--- src/design/kpit_pkg.sv ---
// ----------------------------------------------------------------------------
// kpit_pkg
// Shared constants and types for the key press and idle timer block.
// ----------------------------------------------------------------------------
`default_nettype none

package kpit_pkg;

    localparam int TICKS_PER_SECOND    = 100;
    localparam int LONG_PRESS_TICKS    = 100;
    localparam int MIN_SHORT_TICKS     = 10;
    localparam int DISPLAY_OFF_SECONDS = 60;
    localparam int SECONDS_PER_MINUTE  = 60;

    localparam int HOLD_W     = 16;
    localparam int SEC_W      = 16;
    localparam int TICK_W     = $clog2(TICKS_PER_SECOND + 1);
    localparam int DISP_SEC_W = $clog2(DISPLAY_OFF_SECONDS + 1);

    localparam int SLEEP_SEC_W = 13;
    localparam int SHUT_MIN_W  = 7;
    localparam int CFG_DATA_W  = 13;
    localparam int CFG_IDX_W   = 2;

    localparam int IN_DATA_W  = 8;
    localparam int OUT_DATA_W = 16;

    // status flag bit positions
    localparam int ST_SLEEP        = 0;
    localparam int ST_POWER_OFF    = 1;
    localparam int ST_DISP_OFF     = 2;
    localparam int ST_DISP_TIMER   = 3;
    localparam int ST_DISP_HANDLED = 4;
    localparam int ST_W            = 5;

    typedef enum logic [CFG_IDX_W-1:0] {
        CFG_SLEEP_EN     = 2'd0,
        CFG_SLEEP_SEC    = 2'd1,
        CFG_SHUTDOWN_EN  = 2'd2,
        CFG_SHUTDOWN_MIN = 2'd3
    } cfg_reg_t;

    typedef enum logic {
        REQ_SAMPLE = 1'b0,
        REQ_TICK   = 1'b1
    } req_kind_t;

    typedef struct packed {
        logic sleep_en;
        logic [SLEEP_SEC_W-1:0] sleep_sec;
        logic shutdown_en;
        logic [SHUT_MIN_W-1:0] shutdown_min;
    } idle_cfg_t;

    typedef struct packed {
        logic enter;
        logic quit;
        logic up_short;
        logic up_long;
        logic down_short;
        logic down_long;
        logic beep;
    } key_res_t;

    typedef struct packed {
        logic beep;
        logic sleep_active;
        logic power_off;
        logic display_off;
        logic wake;
    } idle_res_t;

endpackage

`default_nettype wire

--- src/design/kpit_keys.sv ---
// ----------------------------------------------------------------------------
// kpit_keys
// Key arming and press classification with one shared hold counter.
// ----------------------------------------------------------------------------
`default_nettype none

module kpit_keys
    import kpit_pkg::*;
(
    input  wire logic clk,
    input  wire logic rst_n,
    input  wire logic en,
    input  wire logic req_type,
    input  wire logic mode_pressed,
    input  wire logic up_pressed,
    input  wire logic down_pressed,
    output key_res_t res
);

    localparam logic [HOLD_W-1:0] LP_TICKS  = HOLD_W'(LONG_PRESS_TICKS);
    localparam logic [HOLD_W-1:0] MIN_TICKS = HOLD_W'(MIN_SHORT_TICKS);
    localparam logic [HOLD_W-1:0] HOLD_MAX  = '1;

    logic              mode_armed_reg, mode_armed_next;
    logic              up_armed_reg, up_armed_next;
    logic              down_armed_reg, down_armed_next;
    logic [HOLD_W-1:0] hold_reg, hold_next;
    logic [1:0]        long_reg, long_next;

    always_comb
    begin
        mode_armed_next = mode_armed_reg;
        up_armed_next   = up_armed_reg;
        down_armed_next = down_armed_reg;
        hold_next       = hold_reg;
        long_next       = long_reg;
        res             = '0;
        if (req_type == REQ_SAMPLE)
        begin
            up_armed_next   = up_pressed;
            down_armed_next = down_pressed;
            if (mode_pressed)
            begin
                mode_armed_next = 1'b1;
            end
        end
        else
        begin
            // mode key
            if (mode_armed_reg)
            begin
                if (mode_pressed)
                begin
                    if (hold_next != HOLD_MAX)
                    begin
                        hold_next = hold_next + 1'b1;
                    end
                    res.quit = (hold_next == LP_TICKS);
                end
                else
                begin
                    if (hold_next <= LP_TICKS && hold_next >= MIN_TICKS)
                    begin
                        res.enter       = 1'b1;
                        res.beep        = 1'b1;
                        mode_armed_next = 1'b0;
                    end
                    else if (hold_next > LP_TICKS)
                    begin
                        mode_armed_next = 1'b0;
                    end
                    hold_next = '0;
                end
            end
            // up key
            if (up_armed_reg)
            begin
                if (up_pressed)
                begin
                    if (hold_next <= LP_TICKS)
                    begin
                        hold_next = hold_next + 1'b1;
                    end
                    else
                    begin
                        hold_next     = '0;
                        long_next[0]  = 1'b1;
                        up_armed_next = 1'b0;
                    end
                end
                else if (hold_next <= LP_TICKS)
                begin
                    hold_next     = '0;
                    res.up_short  = 1'b1;
                    res.beep      = 1'b1;
                    up_armed_next = 1'b0;
                end
            end
            else if (!up_pressed)
            begin
                long_next[0] = 1'b0;
            end
            // down key
            if (down_armed_reg)
            begin
                if (down_pressed)
                begin
                    if (hold_next <= LP_TICKS)
                    begin
                        hold_next = hold_next + 1'b1;
                    end
                    else
                    begin
                        hold_next       = '0;
                        long_next[1]    = 1'b1;
                        down_armed_next = 1'b0;
                    end
                end
                else if (hold_next <= LP_TICKS)
                begin
                    hold_next       = '0;
                    res.down_short  = 1'b1;
                    res.beep        = 1'b1;
                    down_armed_next = 1'b0;
                end
            end
            else if (!down_pressed)
            begin
                long_next[1] = 1'b0;
            end
        end
        res.up_long   = long_next[0];
        res.down_long = long_next[1];
    end

    always_ff @(posedge clk or negedge rst_n)
    begin
        if (!rst_n)
        begin
            mode_armed_reg <= 1'b0;
            up_armed_reg   <= 1'b0;
            down_armed_reg <= 1'b0;
            hold_reg       <= '0;
            long_reg       <= '0;
        end
        else if (en)
        begin
            mode_armed_reg <= mode_armed_next;
            up_armed_reg   <= up_armed_next;
            down_armed_reg <= down_armed_next;
            hold_reg       <= hold_next;
            long_reg       <= long_next;
        end
    end

endmodule

`default_nettype wire

--- src/design/kpit_idle.sv ---
// ----------------------------------------------------------------------------
// kpit_idle
// Idle sensor latch with sleep, power-off and display-off second timers.
// ----------------------------------------------------------------------------
`default_nettype none

module kpit_idle
    import kpit_pkg::*;
(
    input  wire logic      clk,
    input  wire logic      rst_n,
    input  wire logic      en,
    input  wire logic      req_type,
    input  wire logic      idle_sensed,
    input  wire logic      menu_active,
    input  wire idle_cfg_t cfg,
    output idle_res_t      res
);

    localparam logic [TICK_W-1:0]     TPS       = TICK_W'(TICKS_PER_SECOND);
    localparam logic [DISP_SEC_W-1:0] DISP_SECS = DISP_SEC_W'(DISPLAY_OFF_SECONDS);

    logic                  idle_reg, idle_next;
    logic [TICK_W-1:0]     sl_tick_reg, sl_tick_next;
    logic [SEC_W-1:0]      sl_sec_reg, sl_sec_next;
    logic [TICK_W-1:0]     sd_tick_reg, sd_tick_next;
    logic [SEC_W-1:0]      sd_sec_reg, sd_sec_next;
    logic [TICK_W-1:0]     dp_tick_reg, dp_tick_next;
    logic [DISP_SEC_W-1:0] dp_sec_reg, dp_sec_next;
    logic [ST_W-1:0]       flags_reg, flags_next;
    logic [SEC_W-1:0]      shutdown_secs;

    // minutes times sixty as shifts
    assign shutdown_secs = (SEC_W'(cfg.shutdown_min) << 6) - (SEC_W'(cfg.shutdown_min) << 2);

    always_comb
    begin
        idle_next    = idle_reg;
        sl_tick_next = sl_tick_reg;
        sl_sec_next  = sl_sec_reg;
        sd_tick_next = sd_tick_reg;
        sd_sec_next  = sd_sec_reg;
        dp_tick_next = dp_tick_reg;
        dp_sec_next  = dp_sec_reg;
        flags_next   = flags_reg;
        res          = '0;
        if (req_type == REQ_SAMPLE)
        begin
            idle_next = idle_sensed;
        end
        else
        begin
            if (idle_reg)
            begin
                if (cfg.sleep_en)
                begin
                    sl_tick_next = sl_tick_next + 1'b1;
                    if (sl_tick_next == TPS)
                    begin
                        sl_sec_next  = sl_sec_next + 1'b1;
                        sl_tick_next = '0;
                    end
                    if (sl_sec_next == SEC_W'(cfg.sleep_sec))
                    begin
                        if (!menu_active && !flags_reg[ST_POWER_OFF])
                        begin
                            flags_next[ST_SLEEP] = 1'b1;
                            sl_sec_next          = '0;
                            res.beep             = 1'b1;
                        end
                    end
                end
                if (cfg.shutdown_en)
                begin
                    sd_tick_next = sd_tick_next + 1'b1;
                    if (sd_tick_next == TPS)
                    begin
                        sd_sec_next  = sd_sec_next + 1'b1;
                        sd_tick_next = '0;
                    end
                    if (sd_sec_next == shutdown_secs)
                    begin
                        flags_next[ST_POWER_OFF]  = 1'b1;
                        flags_next[ST_DISP_TIMER] = 1'b1;
                        sd_sec_next               = '0;
                    end
                end
                if (flags_next[ST_DISP_TIMER])
                begin
                    dp_tick_next = dp_tick_next + 1'b1;
                    if (dp_tick_next == TPS)
                    begin
                        dp_sec_next  = dp_sec_next + 1'b1;
                        dp_tick_next = '0;
                    end
                    if (dp_sec_next == DISP_SECS)
                    begin
                        flags_next[ST_DISP_OFF]     = 1'b1;
                        flags_next[ST_DISP_HANDLED] = 1'b1;
                        dp_sec_next                 = '0;
                    end
                end
            end
            else
            begin
                sl_tick_next              = '0;
                sl_sec_next               = '0;
                sd_tick_next              = '0;
                sd_sec_next               = '0;
                flags_next[ST_SLEEP]      = 1'b0;
                flags_next[ST_POWER_OFF]  = 1'b0;
                flags_next[ST_DISP_OFF]   = 1'b0;
                flags_next[ST_DISP_TIMER] = 1'b0;
                if (flags_reg[ST_DISP_HANDLED])
                begin
                    res.wake                    = 1'b1;
                    flags_next[ST_DISP_HANDLED] = 1'b0;
                end
            end
            if (menu_active)
            begin
                flags_next[ST_SLEEP]     = 1'b0;
                flags_next[ST_POWER_OFF] = 1'b0;
            end
        end
        res.sleep_active = flags_next[ST_SLEEP];
        res.power_off    = flags_next[ST_POWER_OFF];
        res.display_off  = flags_next[ST_DISP_OFF];
    end

    always_ff @(posedge clk or negedge rst_n)
    begin
        if (!rst_n)
        begin
            idle_reg    <= 1'b0;
            sl_tick_reg <= '0;
            sl_sec_reg  <= '0;
            sd_tick_reg <= '0;
            sd_sec_reg  <= '0;
            dp_tick_reg <= '0;
            dp_sec_reg  <= '0;
            flags_reg   <= '0;
        end
        else if (en)
        begin
            idle_reg    <= idle_next;
            sl_tick_reg <= sl_tick_next;
            sl_sec_reg  <= sl_sec_next;
            sd_tick_reg <= sd_tick_next;
            sd_sec_reg  <= sd_sec_next;
            dp_tick_reg <= dp_tick_next;
            dp_sec_reg  <= dp_sec_next;
            flags_reg   <= flags_next;
        end
    end

endmodule

`default_nettype wire

--- src/design/key_press_and_idle_timer.sv ---
// ----------------------------------------------------------------------------
// key_press_and_idle_timer
// The result of an accepted request is registered into the output register.
// Throughput: one request per cycle while the output register is empty or being taken.
// All key and timer state updates in the cycle a request is accepted.
// Async reset (rst_n low) clears key, timer and valid state; config takes defaults.
// ----------------------------------------------------------------------------
`default_nettype none

module key_press_and_idle_timer
    import kpit_pkg::*;
(
    input  wire logic                  clk,
    input  wire logic                  rst_n,
    input  wire logic                  s_axis_tvalid,
    output logic                       s_axis_tready,
    // mode_pressed, up_pressed, down_pressed, idle_sensed, menu_active
    input  wire logic [IN_DATA_W-1:0]  s_axis_tdata,
    // req_type
    input  wire logic                  s_axis_tuser,
    output logic                       m_axis_tvalid,
    input  wire logic                  m_axis_tready,
    // enter_pulse, quit_pulse, up_short_pulse, up_long_level, down_short_pulse,
    // down_long_level, beep_start, sleep_active, power_off, display_off,
    // display_wake_pulse
    output logic [OUT_DATA_W-1:0]      m_axis_tdata,
    input  wire logic                  cfg_we,
    input  wire logic [CFG_IDX_W-1:0]  cfg_index,
    input  wire logic [CFG_DATA_W-1:0] cfg_data
);

    logic                  accept;
    key_res_t              key_res;
    idle_res_t             idle_res;
    idle_cfg_t             cfg_reg;
    logic                  out_valid_reg, out_valid_next;
    logic [OUT_DATA_W-1:0] out_data_reg, out_data_next;

    assign s_axis_tready = !out_valid_reg || m_axis_tready;
    assign accept        = s_axis_tvalid && s_axis_tready;

    always_ff @(posedge clk or negedge rst_n)
    begin
        if (!rst_n)
        begin
            cfg_reg.sleep_en     <= 1'b0;
            cfg_reg.sleep_sec    <= SLEEP_SEC_W'(300);
            cfg_reg.shutdown_en  <= 1'b0;
            cfg_reg.shutdown_min <= SHUT_MIN_W'(10);
        end
        else if (cfg_we)
        begin
            unique case (cfg_reg_t'(cfg_index))
                CFG_SLEEP_EN:     cfg_reg.sleep_en     <= cfg_data[0];
                CFG_SLEEP_SEC:    cfg_reg.sleep_sec    <= cfg_data[SLEEP_SEC_W-1:0];
                CFG_SHUTDOWN_EN:  cfg_reg.shutdown_en  <= cfg_data[0];
                CFG_SHUTDOWN_MIN: cfg_reg.shutdown_min <= cfg_data[SHUT_MIN_W-1:0];
                default:          cfg_reg              <= cfg_reg;
            endcase
        end
    end

    kpit_keys u_keys (
        .clk          (clk),
        .rst_n        (rst_n),
        .en           (accept),
        .req_type     (s_axis_tuser),
        .mode_pressed (s_axis_tdata[0]),
        .up_pressed   (s_axis_tdata[1]),
        .down_pressed (s_axis_tdata[2]),
        .res          (key_res)
    );

    kpit_idle u_idle (
        .clk         (clk),
        .rst_n       (rst_n),
        .en          (accept),
        .req_type    (s_axis_tuser),
        .idle_sensed (s_axis_tdata[3]),
        .menu_active (s_axis_tdata[4]),
        .cfg         (cfg_reg),
        .res         (idle_res)
    );

    always_comb
    begin
        out_valid_next = out_valid_reg;
        out_data_next  = out_data_reg;
        if (m_axis_tready)
        begin
            out_valid_next = 1'b0;
        end
        if (accept)
        begin
            out_valid_next = 1'b1;
            out_data_next  = {5'b0,
                              idle_res.wake,
                              idle_res.display_off,
                              idle_res.power_off,
                              idle_res.sleep_active,
                              key_res.beep | idle_res.beep,
                              key_res.down_long,
                              key_res.down_short,
                              key_res.up_long,
                              key_res.up_short,
                              key_res.quit,
                              key_res.enter};
        end
    end

    always_ff @(posedge clk or negedge rst_n)
    begin
        if (!rst_n)
        begin
            out_valid_reg <= 1'b0;
        end
        else
        begin
            out_valid_reg <= out_valid_next;
        end
    end

    always_ff @(posedge clk)
    begin
        out_data_reg <= out_data_next;
    end

    assign m_axis_tvalid = out_valid_reg;
    assign m_axis_tdata  = out_data_reg;

endmodule

`default_nettype wire
--- config.mk ---
export PLATFORM = sky130hd
export DESIGN_NAME = key_press_and_idle_timer
export DESIGN_NICKNAME = d
export VERILOG_FILES = /design/src/design/kpit_pkg.sv /design/src/design/kpit_keys.sv /design/src/design/kpit_idle.sv /design/src/design/key_press_and_idle_timer.sv
export SDC_FILE = /design/constraint.sdc
export NUM_CORES = 1
export LEC_CHECK = 0
export ABC_CLOCK_PERIOD_IN_PS = 7200
export BUFFER_PORTS_ARGS = -buffer_cell sky130_fd_sc_hd__buf_2
export CAP_MARGIN = 25
export CORE_MARGIN = 3
export CORE_UTILIZATION = 53
export DETAILED_ROUTE_END_ITERATION = 10
export GPL_TIMING_DRIVEN = 0
export HOLD_SLACK_MARGIN = 0.02
export PLACE_DENSITY_LB_ADDON = 0.2
export SLEW_MARGIN = 30
export SYNTH_ARGS = -nofsm -noshare
export SYNTH_HDL_FRONTEND = slang
export SYNTH_HIERARCHICAL = 1
export SYNTH_SLANG_ARGS = --single-unit
--- constraint.sdc ---
create_clock -name clk -period 7.2 [get_ports clk]
set_input_delay 0.72 -clock clk [delete_from_list [all_inputs] [get_ports clk]]
set_output_delay 0.72 -clock clk [all_outputs]
set_load 0.01 [all_outputs]
==> metrics.txt <==
CTS tree done; overall fraction of global-route tracks in use 0.272; final-report max-slew violation count 0; met3 Usage GRT 0.0593; number of hold violations in the final report 0; type of the worst min-delay path input port to async pin; number of warning messages in the yosys log 6; quantity of I/O buffers inserted on ports 38; reported net switching power between 0.8 and 0.9 mW; number of antenna violations at the first check in global routing 0; Worst Tran Pin Value around 0.88 ns; wire length after detailed routing 26.9 mm; GR Util met1 0.395; Clock Latency Late Sink between 0.4 and 0.5 ns; most used routing layer in global routing met2; number of failing setup endpoints in the final timing report 0; number of sinks driven by the clock tree between 100 and 150; r2r endpoint m_axis_tdata[6]$_DFFE_PP_; fraction of the core area covered by cells at the end of the flow 0.614; flop2flop setup slack 0.55 ns; full die area roughly 0.02 mm^2; global-route wire length before repair 44.4 mm; Clock power frac 0.351; post-synthesis instance total around 1100; power per cell area about 220 mW/mm^2; average routed wire per standard cell 18.6 um; Internal 1.54 mW; mean instance size in the synthesized netlist around 8.5 um^2; Std-Cell Rows 48; number of global-route vias before repair 8651; critical path data arrival time approximately 6.8 ns; number of cell instances on the worst register-to-register path 27; Initial Utilization 0.551; delay contributed by the slowest stage of the critical path a little under 0.7 ns; flop and latch count out of synthesis 120; gp weighted congestion ~0.94; max-cap violations 0; first-iteration detailed-routing DRC count 989; clk slew on worst S/H paths about 0.060 ns; GR Overflow Total 0; crit path kind register to register; fraction of the yosys area taken by sequential cells 0.315; fraction of final layout cells sized beyond drive strength 1 0.160; register share of total power 0.342; Core Footprint 0.0177 mm^2; Clock Tree Buf Depth 2; root buffer cell clkbuf_16; pin count of the biggest net entering global routing between 60 and 70; Vias 9388; Unique masters post-synth 105; antenna-violating nets left 0; crit path capture type register; CTS resizes 0; portion of total power attributed to combinational logic 0.308; primary flip-flop cell chosen by synthesis mapping dfrtp_1; P_leak 4.53 nW; CTS H-Tree Depth 4; worst flop-to-flop path startpoint u_keys/hold_reg[1]$_DFFE_PN0P_; Synth async-reset ratio 0.908; fin crit period around 6.7 ns; peak fanout along the critical path 10; max FFs per register 22; Synth Cell Area between 0.009 and 0.01 mm^2; Top-Level Pins 47; most common library cell in the layout ignoring fill and taps nand2_1; met2 GRT Util 0.409; total half-perimeter wirelength after legalization and detailed placement around 19 mm; worst slew margin relative to its limit 0.407; Area growth, synth to finish 11.4%; CTS buffer count 17; endpoint required time on the critical path between 7 and 8 ns; die width ~140 um; Worst Setup Start Kind register; slowest library cell on the worst path or4_1; Period Utilization, post-route 0.924; drt pass-1 iters 6; post-route setup TNS 0 ns; DIE HEIGHT 141 um; most frequent cells in the layout nand2_1 (109), dfrtp_1 (103), nor2_1 (90); quantity of hold-fixing buffers added after cts 0; RSZ-0062 raised after global routing false; largest clock skew in the final design between 0.01 and 0.015 ns; net count of the finished layout about 1300; worst IR drop on VDD approximately 0.00018 V; total design power approximately 2.4 mW; ant diodes 0; number of enable-type register cells in the synthesized netlist 11; outcome finished, final reports clean; DR DRC count 0; post-CTS setup-driven buffer insertion count 0; Achievable Freq roughly 150 MHz; Switching Fraction 0.356; via/cell ratio roughly 6.5
## kinds of logic after synthesis
kind of cell,synth area share
AO/OA/AOI/OAI,0.233
adder cells (fa/ha/maj),0.0257
buffers and inverters,0.0520
multiplexers,0.0533
XOR/XNOR,0.0504
other,0.000386
AND/OR/NAND/NOR,0.270
flip-flops,0.315
## power by group through the flow
stage          clock network (mW)  logic [mW]  registers [mW]
2_1_floorplan                   0       0.547           0.806
3_3_place_gp                    0       0.702           0.826
3_5_place_dp                    0       0.716           0.828
4_1_cts                     0.853       0.721           0.817
5_1_grt                     0.887       0.811           0.827
6_report                    0.841       0.738           0.819
## cell type report
type / count / area (um^2)
Buffer: 73 / 382
Clock buffer: 18 / 429
Clock inverter: 14 / 151
Fill cell: 1547 / 6820
Inverter: 33 / 124
Multi-Input combinational cell: 923 / 6180
Sequential cell: 120 / 3070
Tap cell: 225 / 282
Timing Repair Buffer: 39 / 228
## metrics by stage
stage	hold WS (ns)	worst slack [ns]	std cells	cell area (um^2)
after floorplan	0.424	1.97	1149	9740
after global placement	0.466	0.704	1412	10200
after detailed placement	0.466	0.682	1413	10300
after CTS	0.176	0.738	1445	10800
after global routing	0.183	0.193	1445	10800
final	0.173	0.549	1445	10800
## synthesized netlist by cell type, types with 7 or more instances
cell type	number	share of area
mux2_4	11	0.017
nand4_1	23	0.015
and2_1	17	0.011
a41oi_1	7	0.0063
ha_1	20	0.026
o21ai_0	71	0.037
nor3_1	40	0.021
a211o_1	10	0.0090
a31oi_1	13	0.0084
a211oi_1	11	0.0085
and4_1	8	0.0072
o31ai_1	17	0.013
a21o_1	17	0.013
nor4_1	25	0.016
buf_2	19	0.0098
a21oi_1	43	0.022
inv_1	31	0.012
or3_1	8	0.0051
a32oi_1	7	0.0063
o2111ai_1	7	0.0063
edfxtp_1	11	0.034
buf_4	12	0.0093
dfrtp_1	103	0.26
nand2b_1	16	0.010
or2_2	7	0.0045
clkbuf_1	35	0.014
mux2_2	18	0.021
o211ai_1	13	0.010
xor2_1	19	0.017
a22o_1	14	0.013
nand2_1	109	0.042
nor2_1	90	0.035
nand3_1	59	0.030
xnor2_1	37	0.033
and3_1	27	0.017
mux2i_1	15	0.015
## critical path: cells and delay by family (launching register included)
kind                       cells  cell delay, ns
adders and majority gates      3            0.72
buffers and inverters          5            0.64
DFF                            1            0.51
and+or+nand+nor                9            2.27
muxes                          1            0.25
AOI/OAI and AO/OA              9            2.00
## layer usage
metal | vias up | routed length, um | share of wire
met5 | - | 0 | 0
met4 | 0 | 573 | 0.021
met3 | 52 | 1950 | 0.072
met2 | 392 | 11800 | 0.44
met1 | 4504 | 12600 | 0.47
li1 | 4440 | - | -
## worst max path at each step
stage                                   startpoint                                end  slack, ns  cells after the start
floorplan           u_keys/hold_reg[1]$_DFFE_PN0P_  u_keys/down_armed_reg$_DFFE_PN0P_       1.97                     28
global placement                   s_axis_tdata[0]          m_axis_tdata[6]$_DFFE_PP_       0.70                     27
detailed placement                 s_axis_tdata[0]          m_axis_tdata[6]$_DFFE_PP_       0.68                     27
CTS                 u_keys/hold_reg[1]$_DFFE_PN0P_          m_axis_tdata[6]$_DFFE_PP_       0.74                     27
global route        u_keys/hold_reg[1]$_DFFE_PN0P_          m_axis_tdata[6]$_DFFE_PP_       0.19                     25
finish              u_keys/hold_reg[1]$_DFFE_PN0P_          m_axis_tdata[6]$_DFFE_PP_       0.55                     27
Note: power is estimated with default switching activity, not from simulation.
